`src/rtl/utc_to_gps_week_seconds_unit_assert.svh`:
```
// Assertion macros for the UTC to GPS week converter.
// All checks sample on clk_i and are held off while rst_ni is low.
`ifndef UTC_TO_GPS_WEEK_SECONDS_UNIT_ASSERT_SVH
`define UTC_TO_GPS_WEEK_SECONDS_UNIT_ASSERT_SVH

// Property that must hold at every sampled edge
`define UTG_ASSERT(label, prop, msg) \
  label: assert property (@(posedge clk_i) disable iff (!rst_ni) (prop)) else $error(msg);

// Antecedent in one cycle implies consequent in the next
`define UTG_ASSERT_NEXT(label, ante, cons, msg) \
  label: assert property (@(posedge clk_i) disable iff (!rst_ni) (ante) |=> (cons)) \
    else $error(msg);

`endif

```
`src/rtl/utg_pkg.sv`:
```
// ----------------------------------------------------------------------------
// utg_pkg
// Shared widths, calendar constants and lookup tables for the UTC to GPS
// week and seconds-of-week converter.
// ----------------------------------------------------------------------------
package utg_pkg;

  // Field widths
  localparam int unsigned YEAR_W  = 12;
  localparam int unsigned MONTH_W = 4;
  localparam int unsigned DOM_W   = 5;
  localparam int unsigned HOUR_W  = 5;
  localparam int unsigned MIN_W   = 6;
  localparam int unsigned SEC_W   = 16;
  localparam int unsigned WEEK_W  = 14;
  localparam int unsigned SOW_W   = 30;
  localparam int unsigned LEAP_W  = 8;

  // Internal widths
  localparam int unsigned DAYS_W  = 20;  // day count since epoch
  localparam int unsigned TOD_W   = 27;  // time of day plus leap offset, ms
  localparam int unsigned QUOT_W  = 18;  // days / 7

  // Calendar constants
  localparam int unsigned EPOCH_YEAR       = 1980;
  localparam int unsigned EPOCH_DAY_OFFSET = 6;
  localparam int unsigned LEAPS_BEFORE_EPOCH =
    (EPOCH_YEAR - 1) / 4 - (EPOCH_YEAR - 1) / 100 + (EPOCH_YEAR - 1) / 400;
  localparam logic [DAYS_W:0] DAY_BIAS =
    (DAYS_W+1)'(LEAPS_BEFORE_EPOCH + EPOCH_DAY_OFFSET);

  localparam logic [LEAP_W-1:0] LEAP_RESET = 8'd18;

  // Millisecond scale factors
  localparam logic [TOD_W-1:0] MS_PER_HOUR   = 27'd3600000;
  localparam logic [TOD_W-1:0] MS_PER_MINUTE = 27'd60000;
  localparam logic [TOD_W-1:0] MS_PER_SECOND = 27'd1000;

  // Reciprocals for constant division: floor(n*R >> S)
  localparam int unsigned DIV100_SHIFT = 19;
  localparam logic [12:0] DIV100_RECIP = 13'd5243;     // valid for n < 43690
  localparam int unsigned DIV7_SHIFT   = 23;
  localparam logic [20:0] DIV7_RECIP   = 21'd1198373;  // valid for n < 2796202

  // Days before the first of a month; month zero acts as January and
  // codes past twelve act as December.
  function automatic logic [8:0] days_before_month(input logic [MONTH_W-1:0] m);
    logic [8:0] d;
    unique case (m)
      4'd0, 4'd1: d = 9'd0;
      4'd2:       d = 9'd31;
      4'd3:       d = 9'd59;
      4'd4:       d = 9'd90;
      4'd5:       d = 9'd120;
      4'd6:       d = 9'd151;
      4'd7:       d = 9'd181;
      4'd8:       d = 9'd212;
      4'd9:       d = 9'd243;
      4'd10:      d = 9'd273;
      4'd11:      d = 9'd304;
      default:    d = 9'd334;
    endcase
    return d;
  endfunction

  // Milliseconds at the start of each weekday
  function automatic logic [SOW_W-1:0] weekday_ms(input logic [2:0] r);
    logic [SOW_W-1:0] ms;
    unique case (r)
      3'd0:    ms = 30'd0;
      3'd1:    ms = 30'd86400000;
      3'd2:    ms = 30'd172800000;
      3'd3:    ms = 30'd259200000;
      3'd4:    ms = 30'd345600000;
      3'd5:    ms = 30'd432000000;
      3'd6:    ms = 30'd518400000;
      default: ms = 30'd0;
    endcase
    return ms;
  endfunction

endpackage

```
`src/rtl/utg_in_if.sv`:
```
// ----------------------------------------------------------------------------
// utg_in_if
// Input channel: one UTC calendar date and time per transfer.
// ----------------------------------------------------------------------------
interface utg_in_if import utg_pkg::*; ();

  logic               valid;
  logic               ready;
  logic [YEAR_W-1:0]  year;
  logic [MONTH_W-1:0] month;
  logic [DOM_W-1:0]   day_of_month;
  logic [HOUR_W-1:0]  hour;
  logic [MIN_W-1:0]   minute;
  logic [SEC_W-1:0]   second_ms;

  modport source (
    output valid, year, month, day_of_month, hour, minute, second_ms,
    input  ready
  );

  modport sink (
    input  valid, year, month, day_of_month, hour, minute, second_ms,
    output ready
  );

endinterface

```
`src/rtl/utg_out_if.sv`:
```
// ----------------------------------------------------------------------------
// utg_out_if
// Output channel: GPS week number and seconds of week per transfer.
// ----------------------------------------------------------------------------
interface utg_out_if import utg_pkg::*; ();

  logic              valid;
  logic              ready;
  logic [WEEK_W-1:0] week_number;
  logic [SOW_W-1:0]  seconds_of_week_ms;
  logic              before_epoch;

  modport source (
    output valid, week_number, seconds_of_week_ms, before_epoch,
    input  ready
  );

  modport sink (
    input  valid, week_number, seconds_of_week_ms, before_epoch,
    output ready
  );

endinterface

```
`src/rtl/utc_to_gps_week_seconds_unit.sv`:
```
// Path: an input transfer is captured in stage 1, then moves through stages 2 and 3
// to out_o. Throughput: one item per cycle while out_o is ready; three register stages
// with per-stage ready, so an item enters while earlier results wait to be taken.
// Reset: all stage valids clear, leap_seconds returns to 18.
// ----------------------------------------------------------------------------
// utc_to_gps_week_seconds_unit
// Converts a UTC calendar date and time into GPS week number and seconds
// of week in milliseconds, adding a programmable leap-second offset.
// ----------------------------------------------------------------------------
module utc_to_gps_week_seconds_unit import utg_pkg::*; (
  input  logic              clk_i,
  input  logic              rst_ni,
  input  logic              leap_seconds_we_i,
  input  logic [LEAP_W-1:0] leap_seconds_i,
  utg_in_if.sink            in_i,
  utg_out_if.source         out_o
);

  logic [LEAP_W-1:0]  leap_q;

  // Stage 1: input register
  logic               s1_v_q;
  logic               s1_ready;
  logic [YEAR_W-1:0]  year_q;
  logic [MONTH_W-1:0] month_q;
  logic [DOM_W-1:0]   dom_q;
  logic [HOUR_W-1:0]  hour_q;
  logic [MIN_W-1:0]   minute_q;
  logic [SEC_W-1:0]   sec_q;

  // Stage 2: day count and time of day
  logic               s2_v_q;
  logic               s2_ready;
  logic [DAYS_W-1:0]  days_d, days_q;
  logic               before_d, s2_before_q;
  logic [TOD_W-1:0]   tod_d, tod_q;

  // Stage 3: result register
  logic               s3_v_q;
  logic               s3_ready;
  logic [WEEK_W-1:0]  week_d, week_q;
  logic [SOW_W-1:0]   sow_d, sow_q;
  logic               before_q;

  // Handshake chain
  assign s3_ready   = !s3_v_q || out_o.ready;
  assign s2_ready   = !s2_v_q || s3_ready;
  assign s1_ready   = !s1_v_q || s2_ready;
  assign in_i.ready = s1_ready;

  // Leap second register
  always_ff @(posedge clk_i or negedge rst_ni) begin
    if (!rst_ni) begin
      leap_q <= LEAP_RESET;
    end else if (leap_seconds_we_i) begin
      leap_q <= leap_seconds_i;
    end
  end

  // Valid bits
  always_ff @(posedge clk_i or negedge rst_ni) begin
    if (!rst_ni) begin
      s1_v_q <= 1'b0;
      s2_v_q <= 1'b0;
      s3_v_q <= 1'b0;
    end else begin
      if (s1_ready) s1_v_q <= in_i.valid;
      if (s2_ready) s2_v_q <= s1_v_q;
      if (s3_ready) s3_v_q <= s2_v_q;
    end
  end

  // Stage 1 payload capture on input transfer
  always_ff @(posedge clk_i) begin
    if (in_i.valid && s1_ready) begin
      year_q   <= in_i.year;
      month_q  <= in_i.month;
      dom_q    <= in_i.day_of_month;
      hour_q   <= in_i.hour;
      minute_q <= in_i.minute;
      sec_q    <= in_i.second_ms;
    end
  end

  // Day count
  utg_days u_days (
    .year_i   (year_q),
    .month_i  (month_q),
    .dom_i    (dom_q),
    .days_o   (days_d),
    .before_o (before_d)
  );

  // Time of day plus leap offset, no carry into the day
  assign tod_d = TOD_W'(hour_q) * MS_PER_HOUR
               + TOD_W'(minute_q) * MS_PER_MINUTE
               + TOD_W'(sec_q)
               + TOD_W'(leap_q) * MS_PER_SECOND;

  always_ff @(posedge clk_i) begin
    if (s1_v_q && s2_ready) begin
      days_q      <= days_d;
      s2_before_q <= before_d;
      tod_q       <= tod_d;
    end
  end

  // Week split and seconds of week
  utg_sow u_sow (
    .days_i (days_q),
    .tod_i  (tod_q),
    .week_o (week_d),
    .sow_o  (sow_d)
  );

  always_ff @(posedge clk_i) begin
    if (s2_v_q && s3_ready) begin
      week_q   <= s2_before_q ? '0 : week_d;
      sow_q    <= s2_before_q ? '0 : sow_d;
      before_q <= s2_before_q;
    end
  end

  assign out_o.valid              = s3_v_q;
  assign out_o.week_number        = week_q;
  assign out_o.seconds_of_week_ms = sow_q;
  assign out_o.before_epoch       = before_q;

  // Checks
  `include "utc_to_gps_week_seconds_unit_assert.svh"

  `UTG_ASSERT(a_before_zero, !(out_o.valid && out_o.before_epoch) || ((out_o.week_number == '0) && (out_o.seconds_of_week_ms == '0)), "before_epoch result with nonzero fields")
  `UTG_ASSERT_NEXT(a_s2_hold, s2_v_q && !s3_ready, s2_v_q && $stable(days_q) && $stable(tod_q), "stage 2 lost data under stall")
  `UTG_ASSERT_NEXT(a_in_capture, in_i.valid && in_i.ready, s1_v_q, "accepted item not held in stage 1")

endmodule

```
`src/rtl/utg_days.sv`:
```
// ----------------------------------------------------------------------------
// utg_days
// Closed-form Gregorian day count from the GPS epoch (1980-01-06).
// Flags dates that fall before the epoch.
// ----------------------------------------------------------------------------
module utg_days import utg_pkg::*; (
  input  logic [YEAR_W-1:0]  year_i,
  input  logic [MONTH_W-1:0] month_i,
  input  logic [DOM_W-1:0]   dom_i,
  output logic [DAYS_W-1:0]  days_o,
  output logic               before_o
);

  logic [YEAR_W-1:0]  prev_year;
  logic [YEAR_W-1:0]  year_off;
  logic [24:0]        prev_prod;
  logic [24:0]        year_prod;
  logic [5:0]         prev_q100;
  logic [5:0]         year_q100;
  logic [9:0]         prev_q4;
  logic [3:0]         prev_q400;
  logic [10:0]        leaps;
  logic [6:0]         year_r100;
  logic               is_leap;
  logic [DAYS_W:0]    year_days;
  logic [DAYS_W:0]    pos_days;

  // Leap years in 1..year-1 via reciprocal divide by 100
  assign prev_year = year_i - YEAR_W'(1);
  assign prev_prod = 25'(prev_year) * 25'(DIV100_RECIP);
  assign prev_q100 = prev_prod[DIV100_SHIFT +: 6];
  assign prev_q4   = prev_year[YEAR_W-1:2];
  assign prev_q400 = prev_q100[5:2];
  assign leaps     = 11'(prev_q4) + 11'(prev_q400) - 11'(prev_q100);

  // Leap rule for the current year
  assign year_prod = 25'(year_i) * 25'(DIV100_RECIP);
  assign year_q100 = year_prod[DIV100_SHIFT +: 6];
  assign year_r100 = 7'(year_i - 12'(year_q100 * 7'd100));
  assign is_leap   = ((year_i[1:0] == 2'b00) && (year_r100 != 7'd0)) ||
                     ((year_r100 == 7'd0) && (year_q100[1:0] == 2'b00));

  // Whole years since epoch, then month, leap day and day of month
  assign year_off  = year_i - YEAR_W'(EPOCH_YEAR);
  assign year_days = (DAYS_W+1)'(year_off) * (DAYS_W+1)'(365);
  assign pos_days  = year_days + (DAYS_W+1)'(leaps)
                   + (DAYS_W+1)'(days_before_month(month_i))
                   + (DAYS_W+1)'((month_i > MONTH_W'(2)) && is_leap)
                   + (DAYS_W+1)'(dom_i);

  assign before_o = (year_i < YEAR_W'(EPOCH_YEAR)) || (pos_days < DAY_BIAS);
  assign days_o   = DAYS_W'(pos_days - DAY_BIAS);

endmodule

```
`src/rtl/utg_sow.sv`:
```
// ----------------------------------------------------------------------------
// utg_sow
// Splits the day count into weeks and weekday, and forms seconds of week
// from the weekday and the registered time of day.
// ----------------------------------------------------------------------------
module utg_sow import utg_pkg::*; (
  input  logic [DAYS_W-1:0] days_i,
  input  logic [TOD_W-1:0]  tod_i,
  output logic [WEEK_W-1:0] week_o,
  output logic [SOW_W-1:0]  sow_o
);

  logic [DAYS_W+20:0] prod;
  logic [QUOT_W-1:0]  quot;
  logic [2:0]         weekday;

  // days / 7 by reciprocal multiply; remainder from the low bits
  assign prod    = (DAYS_W+21)'(days_i) * (DAYS_W+21)'(DIV7_RECIP);
  assign quot    = prod[DIV7_SHIFT +: QUOT_W];
  assign weekday = 3'(days_i - DAYS_W'(quot * 3'd7));

  // Week number wraps at 14 bits
  assign week_o = quot[WEEK_W-1:0];
  assign sow_o  = weekday_ms(weekday) + SOW_W'(tod_i);

endmodule

```
`src/flat_wrapper.sv`:
```
// flat-port wrapper written by rule: the top's interface ports become plain ports
module utc_to_gps_week_seconds_unit_flat import utg_pkg::*;
  (clk_i, rst_ni, leap_seconds_we_i, leap_seconds_i, in_i_valid, in_i_year, in_i_month, in_i_day_of_month, in_i_hour, in_i_minute, in_i_second_ms, in_i_ready, out_o_valid, out_o_week_number, out_o_seconds_of_week_ms, out_o_before_epoch, out_o_ready);
  utg_in_if in_i_i ();
  utg_out_if out_o_i ();
  input  logic clk_i;
  input  logic rst_ni;
  input  logic leap_seconds_we_i;
  input  logic [LEAP_W-1:0] leap_seconds_i;
  input wire logic [$bits(in_i_i.valid)-1:0] in_i_valid;
  input wire logic [$bits(in_i_i.year)-1:0] in_i_year;
  input wire logic [$bits(in_i_i.month)-1:0] in_i_month;
  input wire logic [$bits(in_i_i.day_of_month)-1:0] in_i_day_of_month;
  input wire logic [$bits(in_i_i.hour)-1:0] in_i_hour;
  input wire logic [$bits(in_i_i.minute)-1:0] in_i_minute;
  input wire logic [$bits(in_i_i.second_ms)-1:0] in_i_second_ms;
  output wire logic [$bits(in_i_i.ready)-1:0] in_i_ready;
  output wire logic [$bits(out_o_i.valid)-1:0] out_o_valid;
  output wire logic [$bits(out_o_i.week_number)-1:0] out_o_week_number;
  output wire logic [$bits(out_o_i.seconds_of_week_ms)-1:0] out_o_seconds_of_week_ms;
  output wire logic [$bits(out_o_i.before_epoch)-1:0] out_o_before_epoch;
  input wire logic [$bits(out_o_i.ready)-1:0] out_o_ready;
  assign in_i_i.valid = in_i_valid;
  assign in_i_i.year = in_i_year;
  assign in_i_i.month = in_i_month;
  assign in_i_i.day_of_month = in_i_day_of_month;
  assign in_i_i.hour = in_i_hour;
  assign in_i_i.minute = in_i_minute;
  assign in_i_i.second_ms = in_i_second_ms;
  assign in_i_ready = in_i_i.ready;
  assign out_o_valid = out_o_i.valid;
  assign out_o_week_number = out_o_i.week_number;
  assign out_o_seconds_of_week_ms = out_o_i.seconds_of_week_ms;
  assign out_o_before_epoch = out_o_i.before_epoch;
  assign out_o_i.ready = out_o_ready;
  utc_to_gps_week_seconds_unit u_core (.clk_i(clk_i), .rst_ni(rst_ni), .leap_seconds_we_i(leap_seconds_we_i), .leap_seconds_i(leap_seconds_i), .in_i(in_i_i), .out_o(out_o_i));
endmodule
```
`config.mk`:
```
export PLATFORM = sky130hd
export DESIGN_NAME = utc_to_gps_week_seconds_unit_flat
export DESIGN_NICKNAME = d
export VERILOG_FILES = /design/src/rtl/utg_pkg.sv /design/src/rtl/utg_in_if.sv /design/src/rtl/utg_out_if.sv /design/src/rtl/utc_to_gps_week_seconds_unit.sv /design/src/rtl/utg_days.sv /design/src/rtl/utg_sow.sv /design/src/flat_wrapper.sv
export VERILOG_INCLUDE_DIRS = /design/src /design/src/rtl
export SDC_FILE = /design/constraint.sdc
export NUM_CORES = 1
export LEC_CHECK = 0
export ABC_CLOCK_PERIOD_IN_PS = 14100
export BUFFER_PORTS_ARGS = -buffer_cell sky130_fd_sc_hd__buf_4
export CORE_MARGIN = 8
export CORE_UTILIZATION = 25
export DETAILED_ROUTE_END_ITERATION = 7
export GPL_ROUTABILITY_DRIVEN = 0
export GPL_TIMING_DRIVEN = 0
export RECOVER_POWER = 50
export SYNTH_ARGS = -nofsm -noshare
export SYNTH_HDL_FRONTEND = slang
export SYNTH_SLANG_ARGS = --single-unit
export TNS_END_PERCENT = 100
```
`constraint.sdc`:
```
create_clock -name clk_i -period 14.1 [get_ports clk_i]
set_input_delay 1.41 -clock clk_i [delete_from_list [all_inputs] [get_ports clk_i]]
set_output_delay 1.41 -clock clk_i [all_outputs]
set_load 0.02 [all_outputs]
```
### Word level (Yosys, flattened, before mapping)

Memories as Yosys holds them, arrays and structs flattened. A register that Yosys moved wholly into a read port is not among the register bits.
Cells that the tools add are included.

| word-level totals | value |
|---|---|
| bits in registers | 152 |
| logic and storage cells | 70 |
| output and inout port bits | 47 |
| input bits | 61 |
| bits in read-only memories | 144 |
| memories | 1 |

Memories:

| memory | words | width | read ports | clocked after Yosys merged registers in | wr ports | RTL line | source |
|---|---|---|---|---|---|---|---|
| (name not given) | 16 | 9 | 1 | 1 | 0 | utg_pkg.sv:49 | `unique case (m)` |

| operators by class | value |
|---|---|
| $mul | 9 |
| multiplexer cells | 2 |
| reduce and logical (&&, ||, !) cells | 18 |
| add/subtract/negate cells | 15 |
| $lt $le $gt $ge | 3 |
| equality and inequality tests | 6 |

Operator list:

| operator | number |
|---|---|
| $pmux W29 S6 | 1 |
| $mul A12 B13 Y25 const B | 2 |
| $mul A20 B21 Y41 const B | 1 |
| $add A30 B27 Y30 | 1 |
| $add A27 B16 Y27 | 1 |
| $add A27 B18 Y27 | 1 |
| $add A27 B22 Y27 | 1 |
| $add A21 B1 Y21 | 1 |
| $add A21 B11 Y21 | 1 |
| $add A21 B5 Y21 | 1 |
| $add A21 B9 Y21 | 1 |
| $lt A21 B9 Y1 const B | 1 |
| $mul A12 B9 Y21 const B | 1 |
| $mul A5 B15 Y20 const B | 1 |
| $sub A20 B9 Y20 const B | 1 |
| $mul A18 B3 Y3 const B | 1 |
| $mul A6 B11 Y17 const B | 1 |
| $mul A8 B7 Y15 const B | 1 |
| $lt A12 B11 Y1 const B | 1 |
| $sub A12 B1 Y12 const B | 1 |
| $sub A12 B11 Y12 const B | 1 |
| $add A10 B4 Y11 | 1 |
| $sub A11 B6 Y11 | 1 |
| $eq A3 B3 Y1 const B | 3 |
| 13 further kinds | 26 |

### Logic depth before layout (Yosys ltp)

Gate-level depths: netlist of the first run.

| logic depth | value |
|---|---|
| depth after elaboration | 11 |
| gate-level depth with buffers | 58 |
| depth with buffers taken out | 57 |

### Cells and area by module

Synthesis of the first run repeated with hierarchy kept, for this count alone.

| unflattened totals | value |
|---|---|
| cells, all modules | 2533 |
| area total of the unflattened synthesis | 25852.3 sq um |

By module, submodules not included:

| module | area an instance (sq um) | sequential area each (sq um) | cells each | instances |
|---|---|---|---|---|
| utc_to_gps_week_seconds_unit | 10535.1 | 4511.8 | 861 | 1 |
| utg_days | 9972.1 | 0.0 | 1103 | 1 |
| utg_sow | 5345.1 | 0.0 | 569 | 1 |

### Worst setup path before layout of the first run

Ideal clock, no wire load.

| timing | value |
|---|---|
| kind | register to register |
| start point | register u_core.year_q[2] |
| end point | register u_core.days_q[19], data pin |
| arrival | 13.423 ns |
| setup time | 0.264 ns |
| buffers on the path | 1 |
| cell stages (with the launch flop) | 57 |
| period minus slack after synthesis | 13.687 ns |
| slack | 0.413 ns |
| required time | 13.836 ns |
| cells stage by stage | edfxtp_1 clkbuf_1 inv_1 ha_1 a21boi_1 o21ai_0 or3_1 a21boi_1 nand2_1 xnor2_1 ha_1 inv_1 ha_1 or2_2 ha_1 inv_1 fa_1 inv_1 [... 21 more ...] a21oi_1 xor2_1 ha_1 fa_1 inv_1 fa_1 fa_1 inv_1 ha_1 o21a_1 o21ai_1 a21oi_1 a221o_1 a31oi_4 xnor2_1 or3_4 or4b_4 xnor2_1 |

| on the way | value |
|---|---|
| longest elaborated chain between the ends | 10 |
| elaborated cells on any way between the ends | 21 |
| classes of those cells | add/sub (10); mul (4); reduce/logical (7) |

RTL lines:

| item | RTL line | source |
|---|---|---|
| from (decl) | utc_to_gps_week_seconds_unit.sv:24 | `logic [YEAR_W-1:0] year_q;` |
| from (signal assigned) | utc_to_gps_week_seconds_unit.sv:76 | `year_q <= in_i.year;` |
| parallel branches: the longest is 7 deep, another holds $mul A12 B13 Y25 | - |  |
| $add A21 B1 Y21 (*) | utg_days.sv:48 | `+ (DAYS_W+1)'((month_i > MONTH_W'(2)) && is_leap)` |
| $add A21 B5 Y21 (*) | utg_days.sv:49 | `+ (DAYS_W+1)'(dom_i);` |
| $sub A20 B9 Y20 (*) | utg_days.sv:52 | `assign days_o = DAYS_W'(pos_days - DAY_BIAS);` |
| via u_core.days_d[19] | utc_to_gps_week_seconds_unit.sv:34 | `logic [DAYS_W-1:0] days_d, days_q;` |
| to (signal assigned) | utc_to_gps_week_seconds_unit.sv:102 | `days_q <= days_d;` |
| to (decl) | utc_to_gps_week_seconds_unit.sv:34 |  |

Mark *: on every way through the listed nets, which the timed path passes.
A chain may end at the register's enable or synchronous reset.

### Worst setup path after layout of the first run

| timing | value |
|---|---|
| start point | register u_core.year_q[2] |
| end point | register u_core.s2_before_q, data pin |

| on the way | value |
|---|---|
| longest elaborated chain between the ends | 11 |
| elaborated cells on any way between the ends | 23 |
| classes of those cells | add/sub (9); mul (4); order compare (2); reduce/logical (8) |

RTL lines:

| item | RTL line | source |
|---|---|---|
| parallel branches: the longest is 10 deep, another holds $mul A12 B13 Y25 | - |  |
| $logic_or A1 B1 Y1 (*) | utg_days.sv:51 | `assign before_o = (year_i < YEAR_W'(EPOCH_YEAR)) \|\| (pos_days < DAY_BIAS);` |
| via u_core.before_d | utc_to_gps_week_seconds_unit.sv:35 | `logic before_d, s2_before_q;` |
| to (signal assigned) | utc_to_gps_week_seconds_unit.sv:103 | `s2_before_q <= before_d;` |
| to (decl) | utc_to_gps_week_seconds_unit.sv:35 |  |

Marks and branches as above.

==> flow_summary.toml, run 1 <==
[setup_path]
worstPathRequired_ps = 14420
worst_setup_path_start_kind = "register"
slowest_delay_ps = 540
endpoint_kind = "register"
rr_endpoint = "u_core.s2_before_q"
crit_start = "u_core.year_q[2]"
critPathMaxFanout = 5
reg2reg_slack_ps = 550
arrival_ps = 13880
critPathKind = "reg2reg"
worstRegToRegCells = 55
critPathSlowestCell = "fa_1"
timing.rr.start = "u_core.year_q[2]"
cpMostUsedCell = "ha_1"

[clock_tree]
cts.clk_slew.worst_paths_ps = 90
cts_buffers = 17
clk_latency_ps = 500
cts-hold-fix-buffers = 0
cts_buffer_depth = 2
htree_levels = 4
clock-sinks = 161
cts_root_buf = "clkbuf_16"
tritoncts = "done"

[floorplan]
die_w_um = 334
core_area_um2 = 101000
ios = 108
die_y_um = 334
start_util_pct = 25.1
fp.dieArea_um2 = 112000
num_rows = 117

[synthesis]
seq_area_frac_synth_pct = 18.5
synth_common_cells = "ha_1, inv_1, fa_1, edfxtp_1, xnor2_1"
avgSynthCellArea_um2 = 10.3
syn-cell-area_um2 = 25300
ys_ff_latch = 161
synth-edff-count = 141
yosysTopAreaCellShare_pct = 28.3
yosys_warnings = 0
synth_cells = 2457
yosys.area.top_type = "ha_1"
yosysUniqueCellTypes = 71
async_flop_share_pct = 6.83
synth.most_common_cell = "ha_1"
synth_ff_type = "edfxtp_1"
synthTopCellsByArea = "ha_1, fa_1, edfxtp_1, inv_1, xnor2_1"
synth_nets = 3383

[global_routing]
antenna_found_initial = 1
grt_pass1_vias = 17400
gr-total-overflow = 0
grt_usage_pct = 9.91
grt_start_max_net_pins = 39
grt_pass1_wl_um = 89600

[sta]
slew_headroom_pct = -38.9
fmax_ghz = 0.0738
hold_viol = 0
clock_skew_ps = 20.2
tightest_slew_ps = 2080
min_period_ps = 13550
whs_ps = 426
drv_slew = 90
setup_viol = 0
min_period_over_period_pct = 96.1
fin_ws_ps = 548

[detailed_routing]
ant_nets = 0
first_pass_iters = 5
drt-total-wl_um = 54200
first_iter_violations = 688
drc = 0
wl_per_cell_um = 13.6
avgViaCountPerCell = 4.16
num_vias = 16600

[finish]
ff_latch_area_um2 = 4690
antennaDiodeCount = 0
nets = 3524
fill_cells = 10600
drive_gt1_share_pct = 7.39
area_growth_pct = 13.0
fin_util_pct = 28.3
multi_input_area_um2 = 18600

[status]
violations = "capacitance limit, slew limit"
outcome = "finished with violations"

[placed_design]
io_buffers = 106
dp_hpwl_um = 47700
pre_cts_slack_ps = -1150

[worst_hold_path]
min_to = "u_core.tod_q[1]"
hold_depth = 0
hold_path_class = "reg2reg"
hold_start = "u_core.sec_q[1]"

[run]
drv_cap = 3
per-stage QoR:
step	instance area, µm²	setup TNS, ps	cells
after floorplan	25300	0	2457
after global placement	27900	-4540	3931
after detailed placement	27900	-5250	3935
after CTS	28600	0	3972
after global routing	28700	-174	3979
final	28700	0	3979
sequential cells by signal, summed over array words and instances (netlist names), 4 cells and up, named ones only:
name / count
u_core.hour_q: 5
u_core.minute_q: 6
u_core.year_q: 12
u_core.sec_q: 16
u_core.days_q: 20
u_core.leap_q: 8
u_core.out_o.seconds_of_week_ms: 30
u_core.tod_q: 27
u_core.dom_q: 5
u_core.out_o.week_number: 14
u_core.month_q: 4
per-layer routing:
metal / track usage [%] / vias to the layer above / share of wire [%]
met5: 0 / - / 0
met4: 2.20 / 0 / 1.4
met3: 2.03 / 37 / 4.4
met2: 15.2 / 212 / 43
met1: 14.3 / 7921 / 51
li1: - / 8382 / -
what timing repair did:
item                                    4_1_cts  5_1_grt
endpoints found under the setup margin        9        6
gates resized for setup                      10       14
pin swaps                                     1        2
buffers inserted                              6        8
worst max-delay path: cells and delay by family (launching register included):
kind                       cells  cell delay, ps
AOI/OAI and AO/OA             20            3910
xor gates and xnor gates       3             430
adders and majority gates     15            5620
buffers and inverters          9             630
DFF                            1             490
muxes                          1             400
and+or+nand+nor                7            1910
placed cells by master (no fill, tap or decap), drive strengths merged, types with 11 or more instances in the layout:
master	Yosys	final
ha	574	574
nor3	29	29
nand2	72	72
a211oi	16	16
edfxtp	141	141
o21bai	15	15
o21ai	74	74
o21a	19	19
o31ai	14	14
or2	11	11
inv	562	569
a21oi	84	84
nor2	101	101
nor2b	32	32
a21o	38	38
nand3	25	25
fa	291	291
clkbuf	10	77
nand2b	31	31
xnor2	120	120
xor2	50	50
buf	0	72
cell families after synthesis:
family / Yosys count / synth area share [%]
xor gates and xnor gates: 171 / 5.96
and+or+nand+nor: 352 / 6.91
DFF: 161 / 18.5
AOI/OAI and AO/OA: 318 / 8.10
adders and majority gates: 865 / 51.3
muxes: 17 / 0.721
buffers and inverters: 573 / 8.49
final cells by class:
cell class	instances	share of cell area [%]
clock buffers	17	1.48
plain buffers	8	0.105
multi-input cells	1723	64.9
clock inverters	15	0.638
repair buffers	124	3.15
flip-flops and latches	161	16.4
well taps	1368	5.97
inverters	563	7.38
worst max path at each step:
stage,end,cells after the start
3_3_place_gp,u_core.s2_before_q,56
4_1_cts,u_core.s2_before_q,54
5_1_grt,u_core.s2_before_q,55
3_5_place_dp,u_core.s2_before_q,56
6_report,u_core.s2_before_q,55
2_1_floorplan,u_core.days_q[19],56
Power of run 1 is not shown: default switching activity piles up to over one toggle a cycle in this logic, so the estimate is an artifact.
==> run 2, diff against run 1 <==
--- a/config.mk
+++ b/config.mk
@@ -6,13 +6,15 @@
 export SDC_FILE = /design/constraint.sdc
 export NUM_CORES = 1
 export LEC_CHECK = 0
+export ABC_AREA = 1
 export ABC_CLOCK_PERIOD_IN_PS = 14100
 export BUFFER_PORTS_ARGS = -buffer_cell sky130_fd_sc_hd__buf_4
 export CORE_MARGIN = 8
-export CORE_UTILIZATION = 25
+export CORE_UTILIZATION = 48
 export DETAILED_ROUTE_END_ITERATION = 7
 export GPL_ROUTABILITY_DRIVEN = 0
 export GPL_TIMING_DRIVEN = 0
+export PLACE_DENSITY = 0.67
 export RECOVER_POWER = 50
 export SYNTH_ARGS = -nofsm -noshare
 export SYNTH_HDL_FRONTEND = slang
==> run 2 against run 1 <==
Effect of this change: the flow still finishes with violations (capacitance limit, slew limit); setup slack improved by 590 ps; cell area rose by 2.3%; non-clock buffer count fell by 17; clock skew fell by 4.8 ps; utilization rose by 24 points; clock-buffer cell count did not move; critical path depth rose by 1; global-route usage rose by 9.1 points; fmax rose by 4.6%.
==> flow_summary.toml, run 2 <==
[global_routing]
grt_pass1_vias = 20000
grt_start_max_net_pins = 51
grt_usage_pct = 19.0
grt_pass1_wl_um = 98100
gr-total-overflow = 0
antenna_found_initial = 1

[finish]
ff_latch_area_um2 = 4690
final_cell_mix = "inv_1, ha_1, nand2_1, fa_1, a21oi_1"
antennaDiodeCount = 0
area_growth_pct = 8.68
multi_input_area_um2 = 19600
largest_reg_flops = 30
fill_cells = 5262
drive_gt1_share_pct = 5.59
final_common_cell = "inv_1"
nets = 4064

[setup_path]
critPathKind = "reg2reg"
endpoint_kind = "register"
worstPathRequired_ps = 14350
reg2reg_slack_ps = 1140
critPathSlowestCell = "edfxtp_1"
worstRegToRegCells = 56
worst_setup_path_start_kind = "register"
timing.rr.start = "u_core.year_q[0]"
rr_endpoint = "u_core.days_q[19]"
critPathMaxFanout = 13
crit_start = "u_core.year_q[0]"
arrival_ps = 13210
slowest_delay_ps = 820
crit_path_end = "u_core.days_q[19]"
cpMostUsedCell = "inv_1"

[sta]
min_period_over_period_pct = 91.9
tightest_slew_ps = 1990
slew_headroom_pct = -32.9
clock_skew_ps = 15.4
fmax_ghz = 0.0772
drv_slew = 21
min_period_ps = 12960
setup_viol = 0
rsz0062_at_grt = "no"
fin_setup_tns_ps = 0
hold_viol = 0

[floorplan]
fp.dieArea_um2 = 64100
num_rows = 87
die_w_um = 253
die_y_um = 253
start_util_pct = 48.2
ios = 108
core_area_um2 = 56000

[detailed_routing]
num_vias = 19700
first_iter_violations = 869
drc = 0
drt-total-wl_um = 58200
wl_per_cell_um = 14.9
avgViaCountPerCell = 5.03
first_pass_iters = 5
ant_nets = 0

[placed_design]
io_buffers = 106
dp_hpwl_um = 51100

[clock_tree]
clock-sinks = 161
cts-hold-fix-buffers = 0
cts_buffer_depth = 2
cts.clk_slew.worst_paths_ps = 80
tritoncts = "done"
cts_buffers = 17
clk_latency_ps = 500
ctsResizeCount = 0
cts_root_buf = "clkbuf_16"
htree_levels = 4
post_cts_buffers = 0

[synthesis]
yosysTopAreaCellShare_pct = 26.6
synthSimpleGateAreaFrac_pct = 11.7
yosys.area.top_type = "ha_1"
synth_nets = 3937
avgSynthCellArea_um2 = 8.96
synth.most_common_cell = "inv_1"
seq_area_frac_synth_pct = 17.4
synth.area.mux_share_pct = 0.250
synth_xor_area_share_pct = 4.43
yosys_warnings = 0
synth_ff_type = "edfxtp_1"
synth-edff-count = 141
synth-compound-area-share_pct = 7.93
async_flop_share_pct = 6.83
yosys.area_share.adder_pct = 48.2
synth_common_cells = "inv_1, ha_1, nand2_1, fa_1, a21oi_1"
yosysUniqueCellTypes = 51
synth_cells = 3011
synth_top_family_by_area = "adder cells"
synthTopCellsByArea = "ha_1, fa_1, edfxtp_1, inv_1, nand2_1"
ys_ff_latch = 161
syn-cell-area_um2 = 27000

[run]
drv_cap = 1

[status]
violations = "capacitance limit, slew limit"
outcome = "finished with violations"

[worst_hold_path]
hold_path_class = "reg2reg"
run 2: logic make-up (layout without fill, tap and decap cells):
family,count (synthesis),count (layout)
fa+ha+maj,865,865
mux,6,6
simple gates,732,732
xor+xnor,134,134
buf+inv,725,865
flops,161,161
compound gates,388,388
run 2: critical path, delay by kind of cell, from the launching register on:
| family | cells | cell delay, ps |
|---|---|---|
| adder cells (fa/ha/maj) | 14 | 6280 |
| AND/OR/NAND/NOR | 18 | 1730 |
| buffers and inverters | 11 | 1070 |
| AO/OA/AOI/OAI | 10 | 1800 |
| flip-flops | 1 | 820 |
| XOR/XNOR | 3 | 1000 |
run 2: how the worst min path moves through the flow:
stage	startpoint	to	slack, ps	depth (start not counted)
2_1_floorplan	u_core.sec_q[0]	u_core.tod_q[0]	400	0
3_3_place_gp	u_core.sec_q[0]	u_core.tod_q[0]	400	0
3_5_place_dp	u_core.sec_q[0]	u_core.tod_q[0]	410	0
4_1_cts	u_core.sec_q[1]	u_core.tod_q[1]	430	0
5_1_grt	u_core.sec_q[1]	u_core.tod_q[1]	430	0
6_report	u_core.sec_q[0]	u_core.tod_q[0]	430	0
run 2: per-layer routing:
layer  routed length (µm)  vias to the layer above  track usage (%)
met1                27900                     9369             25.5
met3                 1940                       58             2.45
met4                 1070                        0             5.28
met2                27300                      250             32.0
met5                    0                        -                0
li1                     -                     9994                -
run 2: metrics by stage:
step                hold WS [ps]  std cells  instance area [µm²]  setup WS [ps]  util [%]
finish                       426       3907                29300           1140      52.4
global route                 429       3907                29300            139      52.4
CTS                          427       3907                29400           1070      52.5
detailed placement           411       3875                28800           1120      51.4
global placement             401       3873                28700           1220      51.3
floorplan                    400       3011                27000           2770         -
run 2: layout make-up:
class	count	area share, %
Timing Repair Buffer	108	2.65
Clock inverter	15	0.670
Sequential cell	161	16.0
Tap cell	756	3.23
Clock buffer	17	1.45
Inverter	718	9.19
Multi-Input combinational cell	2125	66.7
Buffer	7	0.0981
Power of run 2 is left out for the same reason.
